==> config.mk <==
export PLATFORM = sky130hd
export DESIGN_NAME = lock_state_led_probe
export DESIGN_NICKNAME = d
export VERILOG_FILES = /design/src/hw/rtl/lslp_pkg.sv /design/src/hw/rtl/lslp_cfg.sv /design/src/hw/rtl/lock_state_led_probe.sv
export SDC_FILE = /design/constraint.sdc
export NUM_CORES = 1
export LEC_CHECK = 0
export ABC_AREA = 1
export ABC_CLOCK_PERIOD_IN_PS = 7500
export BUFFER_PORTS_ARGS = -buffer_cell sky130_fd_sc_hd__buf_2
export CAP_MARGIN = 30
export CORE_ASPECT_RATIO = 1.25
export CORE_UTILIZATION = 65
export DETAILED_ROUTE_END_ITERATION = 7
export GPL_ROUTABILITY_DRIVEN = 1
export HOLD_SLACK_MARGIN = 0.02
export PLACE_DENSITY_LB_ADDON = 0.1
export SLEW_MARGIN = 20
export SYNTH_ARGS = -nofsm -noshare
export SYNTH_HDL_FRONTEND = slang
export SYNTH_HIERARCHICAL = 1
export SYNTH_SLANG_ARGS = --single-unit
==> constraint.sdc <==
create_clock -name clk -period 7.5 [get_ports clk]
set_input_delay 0.75 -clock clk [delete_from_list [all_inputs] [get_ports clk]]
set_output_delay 0.75 -clock clk [all_outputs]
set_load 0.02 [all_outputs]
==> src/hw/rtl/lslp_pkg.sv <==
// Lock state LED probe package: register indexes, reset values, status codes
// and the configuration struct shared by lslp_cfg and lock_state_led_probe.
// No dependencies.
`timescale 1ns / 1ps
`default_nettype none

package lslp_pkg;

    localparam int TIME_W = 16;
    localparam int ADDR_W = 8;
    localparam int STAT_W = 4;
    localparam int IDX_W  = 3;

    typedef logic [TIME_W-1:0] ms_t;
    typedef logic [ADDR_W-1:0] addr_t;
    typedef logic [STAT_W-1:0] status_t;
    typedef logic [IDX_W-1:0]  reg_idx_t;

    localparam reg_idx_t REG_RELEASE_TO = 3'd0;
    localparam reg_idx_t REG_LEDS_ON_TO = 3'd1;
    localparam reg_idx_t REG_LEDS_OFF_TO = 3'd2;
    localparam reg_idx_t REG_SETTLE = 3'd3;
    localparam reg_idx_t REG_HOLD_TO = 3'd4;
    localparam reg_idx_t REG_BLINK_WIN = 3'd5;

    localparam ms_t RST_RELEASE_TO = 16'd1000;
    localparam ms_t RST_LEDS_ON_TO = 16'd200;
    localparam ms_t RST_LEDS_OFF_TO = 16'd3000;
    localparam ms_t RST_SETTLE = 16'd1000;
    localparam ms_t RST_HOLD_TO = 16'd2500;
    localparam ms_t RST_BLINK_WIN = 16'd10000;

    localparam status_t ST_INTERNAL = 4'd0;
    localparam status_t ST_NOT_ON = 4'd1;
    localparam status_t ST_NOT_OFF = 4'd2;
    localparam status_t ST_UNCALIB = 4'd3;
    localparam status_t ST_UNLOCKED = 4'd4;
    localparam status_t ST_LOCKED = 4'd5;
    localparam status_t ST_NO_CONN = 4'd6;
    localparam status_t ST_NO_RESP = 4'd7;
    localparam status_t ST_AGAIN = 4'd8;

    localparam logic KIND_PRESS = 1'b0;
    localparam logic KIND_REPLY = 1'b1;

    typedef struct packed {
        ms_t release_to;
        ms_t leds_on_to;
        ms_t leds_off_to;
        ms_t settle;
        ms_t hold_to;
        ms_t blink_win;
    } lslp_cfg_t;

endpackage

`default_nettype wire

==> src/hw/rtl/lslp_cfg.sv <==
// Configuration register file of the lock state LED probe.
// Depends on lslp_pkg.
`timescale 1ns / 1ps
`default_nettype none

module lslp_cfg (
    input  wire logic              clk,
    input  wire logic              rst_n,
    input  wire logic              cfg_we,
    input  wire lslp_pkg::reg_idx_t cfg_index,
    input  wire lslp_pkg::ms_t     cfg_data,
    output lslp_pkg::lslp_cfg_t    cfg
);
    import lslp_pkg::*;

    lslp_cfg_t cfg_reg;
    lslp_cfg_t cfg_next;

    always_comb
    begin
        cfg_next = cfg_reg;
        if (cfg_we)
        begin
            unique case (cfg_index)
                REG_RELEASE_TO:  cfg_next.release_to  = cfg_data;
                REG_LEDS_ON_TO:  cfg_next.leds_on_to  = cfg_data;
                REG_LEDS_OFF_TO: cfg_next.leds_off_to = cfg_data;
                REG_SETTLE:      cfg_next.settle      = cfg_data;
                REG_HOLD_TO:     cfg_next.hold_to     = cfg_data;
                REG_BLINK_WIN:   cfg_next.blink_win   = cfg_data;
                default:         cfg_next = cfg_reg;
            endcase
        end
    end

    always_ff @(posedge clk or negedge rst_n)
    begin
        if (!rst_n)
        begin
            cfg_reg.release_to  <= RST_RELEASE_TO;
            cfg_reg.leds_on_to  <= RST_LEDS_ON_TO;
            cfg_reg.leds_off_to <= RST_LEDS_OFF_TO;
            cfg_reg.settle      <= RST_SETTLE;
            cfg_reg.hold_to     <= RST_HOLD_TO;
            cfg_reg.blink_win   <= RST_BLINK_WIN;
        end
        else
        begin
            cfg_reg <= cfg_next;
        end
    end

    assign cfg = cfg_reg;

endmodule

`default_nettype wire

==> src/hw/rtl/lock_state_led_probe.sv <==
// Lock state LED probe, top level: input register, probe sequencer, result register.
// Depends on lslp_pkg and lslp_cfg.
//
// Usage:
//   Input channel (in_valid/in_ready) carries either a time sample with pin
//   levels (cmd 0) or a lock state request (cmd 1). Each transaction yields
//   zero or one result transaction on the output channel (out_valid/out_ready):
//   a press request (kind 0) or a status reply (kind 1) to dest_addr.
//   A result is registered: the input register is evaluated into the result
//   register, which presents it on the output channel. Throughput: one input
//   transaction per cycle while in_ready is high, set by the update of the
//   sequencer state (one wrapped subtraction and compare).
//   When the receiver stalls, the result register holds its transaction; the
//   input register still drains items that give no result, and in_ready drops
//   only while an item with a result waits behind a full result register.
//   Reset clears the sequencer to idle, empties both registers and loads the
//   default timeouts. Registers are written through cfg_we/cfg_index/cfg_data
//   while the block is idle, a rule for the user that the block does not
//   enforce; indexes above five are ignored.
`timescale 1ns / 1ps
`default_nettype none

module lock_state_led_probe (
    input  wire logic               clk,
    input  wire logic               rst_n,
    input  wire logic               in_valid,
    output logic                    in_ready,
    input  wire logic               cmd,
    input  wire lslp_pkg::addr_t    requester,
    input  wire lslp_pkg::ms_t      now_ms,
    input  wire logic               btn_released,
    input  wire logic               led_red,
    input  wire logic               led_grn,
    input  wire logic               rc_busy,
    output logic                    out_valid,
    input  wire logic               out_ready,
    output logic                    kind,
    output lslp_pkg::status_t       status,
    output lslp_pkg::addr_t         dest_addr,
    input  wire logic               cfg_we,
    input  wire lslp_pkg::reg_idx_t cfg_index,
    input  wire lslp_pkg::ms_t      cfg_data
);
    import lslp_pkg::*;

    typedef enum logic [2:0] {
        PH_IDLE,
        PH_RELEASE,
        PH_LEDS_ON,
        PH_LEDS_OFF,
        PH_SETTLE,
        PH_READ,
        PH_HOLD,
        PH_BLINK
    } phase_t;

    lslp_cfg_t cfg;

    lslp_cfg u_cfg (
        .clk       (clk),
        .rst_n     (rst_n),
        .cfg_we    (cfg_we),
        .cfg_index (cfg_index),
        .cfg_data  (cfg_data),
        .cfg       (cfg)
    );

    // input register
    logic       iv_reg, iv_next;
    logic       q_cmd_reg, q_cmd_next;
    addr_t      q_req_reg, q_req_next;
    ms_t        q_now_reg, q_now_next;
    logic       q_rel_reg, q_rel_next;
    logic       q_red_reg, q_red_next;
    logic       q_green_reg, q_green_next;
    logic       q_busy_reg, q_busy_next;

    // probe state
    phase_t     phase_reg, phase_next;
    ms_t        start_time_reg, start_time_next;
    addr_t      saved_addr_reg, saved_addr_next;
    status_t    read_result_reg, read_result_next;
    logic [1:0] last_pair_reg, last_pair_next;
    logic       blink_seen_reg, blink_seen_next;

    // result register
    logic       ov_reg, ov_next;
    logic       o_kind_reg, o_kind_next;
    status_t    o_status_reg, o_status_next;
    addr_t      o_addr_reg, o_addr_next;

    ms_t        elapsed;
    ms_t        limit;
    logic       timed_out;
    logic       both_on;
    logic [1:0] pair;
    logic       emit;
    logic       e_kind;
    status_t    e_status;
    addr_t      e_addr;
    logic       out_free;
    logic       proc_go;

    assign both_on = q_red_reg & q_green_reg;
    assign pair    = {q_red_reg, q_green_reg};
    assign elapsed = q_now_reg - start_time_reg;

    always_comb
    begin
        unique case (phase_reg)
            PH_RELEASE:  limit = cfg.release_to;
            PH_LEDS_ON:  limit = cfg.leds_on_to;
            PH_LEDS_OFF: limit = cfg.leds_off_to;
            PH_SETTLE:   limit = cfg.settle;
            PH_HOLD:     limit = cfg.hold_to;
            PH_BLINK:    limit = cfg.blink_win;
            PH_IDLE,
            PH_READ:     limit = '1;
        endcase
    end

    assign timed_out = elapsed > limit;
    assign out_free  = !ov_reg || out_ready;

    always_comb
    begin
        phase_next       = phase_reg;
        start_time_next  = start_time_reg;
        saved_addr_next  = saved_addr_reg;
        read_result_next = read_result_reg;
        last_pair_next   = last_pair_reg;
        blink_seen_next  = blink_seen_reg;
        emit             = 1'b0;
        e_kind           = KIND_REPLY;
        e_status         = ST_INTERNAL;
        e_addr           = saved_addr_reg;

        if (q_cmd_reg)
        begin
            emit = 1'b1;
            if (phase_reg != PH_IDLE || q_busy_reg)
            begin
                e_status = ST_AGAIN;
                e_addr   = q_req_reg;
            end
            else
            begin
                saved_addr_next = q_req_reg;
                start_time_next = q_now_reg;
                phase_next      = PH_RELEASE;
                e_kind          = KIND_PRESS;
                e_addr          = '0;
            end
        end
        else
        begin
            unique case (phase_reg)
                PH_IDLE: ;
                PH_RELEASE:
                begin
                    if (q_rel_reg)
                    begin
                        phase_next      = PH_LEDS_ON;
                        start_time_next = q_now_reg;
                    end
                    else if (timed_out)
                    begin
                        phase_next = PH_IDLE;
                        emit       = 1'b1;
                        e_status   = ST_INTERNAL;
                    end
                end
                PH_LEDS_ON:
                begin
                    if (both_on)
                    begin
                        phase_next      = PH_LEDS_OFF;
                        start_time_next = q_now_reg;
                    end
                    else if (timed_out)
                    begin
                        phase_next = PH_IDLE;
                        emit       = 1'b1;
                        e_status   = ST_NOT_ON;
                    end
                end
                PH_LEDS_OFF:
                begin
                    if (!both_on)
                    begin
                        phase_next      = PH_SETTLE;
                        start_time_next = q_now_reg;
                    end
                    else if (timed_out)
                    begin
                        phase_next = PH_IDLE;
                        emit       = 1'b1;
                        e_status   = ST_NOT_OFF;
                    end
                end
                PH_SETTLE:
                begin
                    if (timed_out)
                    begin
                        phase_next = PH_READ;
                    end
                end
                PH_READ:
                begin
                    start_time_next = q_now_reg;
                    priority if (both_on)
                    begin
                        read_result_next = ST_UNCALIB;
                        phase_next       = PH_HOLD;
                    end
                    else if (q_red_reg)
                    begin
                        read_result_next = ST_UNLOCKED;
                        phase_next       = PH_HOLD;
                    end
                    else if (q_green_reg)
                    begin
                        read_result_next = ST_LOCKED;
                        phase_next       = PH_HOLD;
                    end
                    else
                    begin
                        phase_next = PH_BLINK;
                    end
                end
                PH_HOLD:
                begin
                    if (!both_on || timed_out)
                    begin
                        phase_next = PH_IDLE;
                        emit       = 1'b1;
                        e_status   = read_result_reg;
                    end
                end
                PH_BLINK:
                begin
                    last_pair_next = pair;
                    if (timed_out)
                    begin
                        phase_next      = PH_IDLE;
                        emit            = 1'b1;
                        e_status        = (blink_seen_reg || last_pair_reg != pair) ?
                                          ST_NO_CONN : ST_NO_RESP;
                        blink_seen_next = 1'b0;
                        last_pair_next  = '0;
                    end
                    else if (last_pair_reg != pair)
                    begin
                        blink_seen_next = 1'b1;
                    end
                end
            endcase
        end
    end

    assign proc_go  = iv_reg && (!emit || out_free);
    assign in_ready = !iv_reg || proc_go;

    always_comb
    begin
        iv_next      = iv_reg;
        q_cmd_next   = q_cmd_reg;
        q_req_next   = q_req_reg;
        q_now_next   = q_now_reg;
        q_rel_next   = q_rel_reg;
        q_red_next   = q_red_reg;
        q_green_next = q_green_reg;
        q_busy_next  = q_busy_reg;
        if (in_ready)
        begin
            iv_next = in_valid;
            if (in_valid)
            begin
                q_cmd_next   = cmd;
                q_req_next   = requester;
                q_now_next   = now_ms;
                q_rel_next   = btn_released;
                q_red_next   = led_red;
                q_green_next = led_grn;
                q_busy_next  = rc_busy;
            end
        end

        ov_next       = ov_reg && !out_ready;
        o_kind_next   = o_kind_reg;
        o_status_next = o_status_reg;
        o_addr_next   = o_addr_reg;
        if (proc_go && emit)
        begin
            ov_next       = 1'b1;
            o_kind_next   = e_kind;
            o_status_next = e_status;
            o_addr_next   = e_addr;
        end
    end

    always_ff @(posedge clk or negedge rst_n)
    begin
        if (!rst_n)
        begin
            iv_reg          <= 1'b0;
            q_cmd_reg       <= 1'b0;
            q_req_reg       <= '0;
            q_now_reg       <= '0;
            q_rel_reg       <= 1'b0;
            q_red_reg       <= 1'b0;
            q_green_reg     <= 1'b0;
            q_busy_reg      <= 1'b0;
            phase_reg       <= PH_IDLE;
            start_time_reg  <= '0;
            saved_addr_reg  <= '0;
            read_result_reg <= ST_INTERNAL;
            last_pair_reg   <= '0;
            blink_seen_reg  <= 1'b0;
            ov_reg          <= 1'b0;
            o_kind_reg      <= KIND_PRESS;
            o_status_reg    <= ST_INTERNAL;
            o_addr_reg      <= '0;
        end
        else
        begin
            iv_reg      <= iv_next;
            q_cmd_reg   <= q_cmd_next;
            q_req_reg   <= q_req_next;
            q_now_reg   <= q_now_next;
            q_rel_reg   <= q_rel_next;
            q_red_reg   <= q_red_next;
            q_green_reg <= q_green_next;
            q_busy_reg  <= q_busy_next;
            if (proc_go)
            begin
                phase_reg       <= phase_next;
                start_time_reg  <= start_time_next;
                saved_addr_reg  <= saved_addr_next;
                read_result_reg <= read_result_next;
                last_pair_reg   <= last_pair_next;
                blink_seen_reg  <= blink_seen_next;
            end
            ov_reg       <= ov_next;
            o_kind_reg   <= o_kind_next;
            o_status_reg <= o_status_next;
            o_addr_reg   <= o_addr_next;
        end
    end

    assign out_valid = ov_reg;
    assign kind      = o_kind_reg;
    assign status    = o_status_reg;
    assign dest_addr = o_addr_reg;

`ifndef SYNTH
    a_start_probe: assert property (@(posedge clk) disable iff (!rst_n)
        (proc_go && q_cmd_reg && phase_reg == PH_IDLE && !q_busy_reg)
        |=> (phase_reg == PH_RELEASE))
        else $error("request while idle did not start the probe");

    a_blink_state: assert property (@(posedge clk) disable iff (!rst_n)
        (blink_seen_reg || last_pair_reg != 2'b00) |-> (phase_reg == PH_BLINK))
        else $error("blink tracking left set outside blink watch");

    a_no_overwrite: assert property (@(posedge clk) disable iff (!rst_n)
        (proc_go && emit) |-> (!ov_reg || out_ready))
        else $error("pending result overwritten");

    a_press_fields: assert property (@(posedge clk) disable iff (!rst_n)
        (ov_reg && o_kind_reg == KIND_PRESS) |-> (o_status_reg == ST_INTERNAL && o_addr_reg == '0))
        else $error("press request carries non-zero fields");
`endif

endmodule

`default_nettype wire
==> key figures <==
Outcome
  • Status: completed

Pwr
  • Worst IR Drop VDD: 0.000238 V
  • Sw Share: 0.411
  • Clk pwr share: 0.227
  • Seq pwr share: 0.352
  • NetSw: 1.56 mW
  • Pwr dens: 375 nW/um^2
  • Comb pwr share: 0.421
  • LEAKAGE: 5.25 nW
  • Internal power: 2.24 mW

Setup path
  • Crit Path Class: flop to output port
  • Worst r2r src: q_now_reg[0]
  • Critical Path RT: 6.75 ns
  • Worst setup EP type: output port
  • Worst EP arrival: 4.79 ns
  • Worst setup startpoint: q_now_reg[0]
  • Worst-path fanout max: 32
  • CP Launch Type: flop

Synthesis
  • Number of synthesized flops with an enable pin: 0
  • YS warnings: 6
  • Ys flop type: dfrtp_1
  • Post-synthesis cell area: 9140 um^2
  • Ys async rst share: 1.00
  • Register area share after synthesis: 0.478
  • Gate Count Post-Synth: 1150
  • Avg Cell Area, Syn: 7.95 um^2
  • Mapped Nets: 1235
  • Yosys reg bits: 173
  • Distinct cells, synth: 46

Cells and area
  • Area grow syn2layout: 11.1%
  • # nets final: 1284
  • Share of layout cells above drive strength 1: 0.156
  • Number of diodes: 0
  • Fillers: 1082
  • Final instance area: 10200 um^2
  • Max FFs per register: 96
  • Multi-input gate area: 4220 um^2
  • Sequential cell area: 4370 um^2
  • Commonest non-fill, non-tap cell in the layout: nand2_1
  • Layout Cells excl Fill: 1387
  • Commonest non-fill, non-tap cells in the layout: 456 x nand2_1, 141 x dfrtp_1, 128 x nand3_1

Place
  • HPWL after DPL: 15600 um
  • IO Port Bufs: 67
  • Placed Instance Area: 9510 um^2
  • Routability cong.: 0.928
  • Number of cells after detailed placement: 1352

Clocking
  • Hold Buf Count CTS: 0
  • Worst skew pair latency: 0.43 ns
  • Clock Tree Root: clkbuf_16
  • Clk sinks: 173
  • CTS tree: built
  • H-tree levels: 4
  • TritonCTS Buffers: 17
  • CTS clk-pin slew, worst paths: 0.06 ns
  • # resized after CTS: 0
  • Setup bufs post-CTS: 0
  • Clock Path Buffers: 2

Global route
  • Vias in the first global route: 7849
  • GRT Resource Usage Total: 0.351
  • Remaining Overflow, GRT: 0
  • Initial antenna violation count: 0
  • First-pass GRT wire length: 39100 um
  • Largest net degree at the start of global routing: 100

STA
  • Pins over their slew limit: 0
  • Final clock skew: 0.0120 ns
  • Endpoints failing setup: 0
  • Max_slew headroom: 0.370
  • Worst hold margin: 0.244 ns
  • Final Critical Period: 5.54 ns
  • Post-route setup TNS: 0 ns
  • Fin. Hold Viols: 0
  • Unrepaired setup endpoints after global routing: false
  • Pin slew with the least headroom to its limit: 0.945 ns
  • Fmax: 0.180 GHz
  • Period utilisation layout: 0.739

Die
  • Initial Utilization: 0.664
  • Top Ports: 68
  • Placeable Area: 13800 um^2
  • Die X: 108 um
  • Die area: 14500 um^2
  • Height of the die: 135 um
  • Row Count: 48

Route
  • Initial DRC count: 638
  • Via count: 8161
  • Pre-antenna DRT Iters: 5
  • DRC viols: 0
  • Post-Route WL: 23800 um
  • Vias per cell: 5.88
  • Routed Antenna Nets: 0
  • Per-cell routed wire length: 17.2 um

Hold path
  • Hold WC Path Type: primary input to async pin

Run
  • Max Cap Viol: 0
per-layer routing:
metal / vias to the layer above / track usage / wire length, um / share of wire
met5: - / 0 / 0 / 0
met4: 0 / 0.177 / 909 / 0.038
met3: 69 / 0.0497 / 1340 / 0.056
met2: 313 / 0.581 / 11900 / 0.50
met1: 3946 / 0.448 / 9640 / 0.41
li1: 3833 / - / - / -
critical path, stage by stage (launching register included):
cell     delay (ns)
dfrtp_1        0.36
inv_1          0.05
ha_1           0.23
fa_1           0.40
o31ai_1        0.43
a21oi_1        0.16
o21ai_0        0.28
nand3_1        0.11
nand2_1        0.09
xnor2_1        0.11
inv_1          0.08
ha_1           0.29
nand4_1        0.14
nor2_2         0.17
nand2_1        0.08
nand2_2        0.09
nand2_4        0.09
nand2_4        0.09
nand2_4        0.06
nand3_4        0.13
nand3_2        0.52
buf_2          0.38
layout make-up:
cell class | count | area share
clock inverter | 10 | 0.0116
clock buffer | 22 | 0.0447
multi-input combinational | 847 | 0.416
timing repair buffer | 77 | 0.0454
inverter | 83 | 0.0307
sequential | 173 | 0.430
tap | 175 | 0.0216
through the flow:
stage / total power, mW / setup WS [ns] / util
after floorplan: 2.48 / 3.33 / -
after global placement: 2.85 / 2.50 / 0.692
after detailed placement: 2.91 / 2.22 / 0.692
after CTS: 3.79 / 1.96 / 0.733
after global routing: 4.07 / 1.60 / 0.738
final: 3.80 / 1.96 / 0.738
synthesized netlist by cell type (5+ instances only):
cell,n,area share
o21ai_1,5,0.0027
nand2_4,5,0.0062
clkbuf_1,15,0.0062
xor2_1,8,0.0077
nand2_1,456,0.19
inv_1,74,0.030
nand4_1,20,0.014
o21ai_0,54,0.030
dfrtp_1,141,0.39
nor2_1,28,0.012
a21oi_1,31,0.017
ha_1,31,0.042
nand3_1,128,0.070
a221oi_1,12,0.012
buf_2,19,0.010
buf_4,8,0.0066
nor2_2,9,0.0062
nor3_1,6,0.0033
dfstp_2,32,0.092
xnor2_1,7,0.0067
nand2_2,17,0.012
inv_2,6,0.0025
power groups by stage:
| stage | Sequential (mW) | Combinational, mW | Clock, mW |
|---|---|---|---|
| after floorplan | 1.33 | 1.15 | 0 |
| after detailed placement | 1.34 | 1.56 | 0 |
| after global placement | 1.34 | 1.51 | 0 |
| final | 1.34 | 1.60 | 0.865 |
| after global routing | 1.36 | 1.81 | 0.901 |
| after CTS | 1.33 | 1.58 | 0.870 |
final timing paths:
| kind | endpoint | slack (ns) | cells past startpoint |
|---|---|---|---|
| setup reg to reg | q_now_reg[3] | 2.35 | 24 |
| hold reg to reg | u_cfg/cfg[23] | 0.46 | 2 |
| max in group asynchronous | u_cfg/cfg[24] | 6.25 | 3 |
| setup / recovery | in_ready | 1.96 | 21 |
| min in group clk | u_cfg/cfg[23] | 0.46 | 2 |
| hold / removal | q_now_reg[11] | 0.24 | 1 |
logic make-up after synthesis:
logic type	synth area share
buffers and inverters	0.0607
and+or+nand+nor	0.327
xor gates and xnor gates	0.0144
AOI/OAI and AO/OA	0.0756
DFF	0.478
adders and majority gates	0.0446
Note: power is estimated with default switching activity, not from simulation.
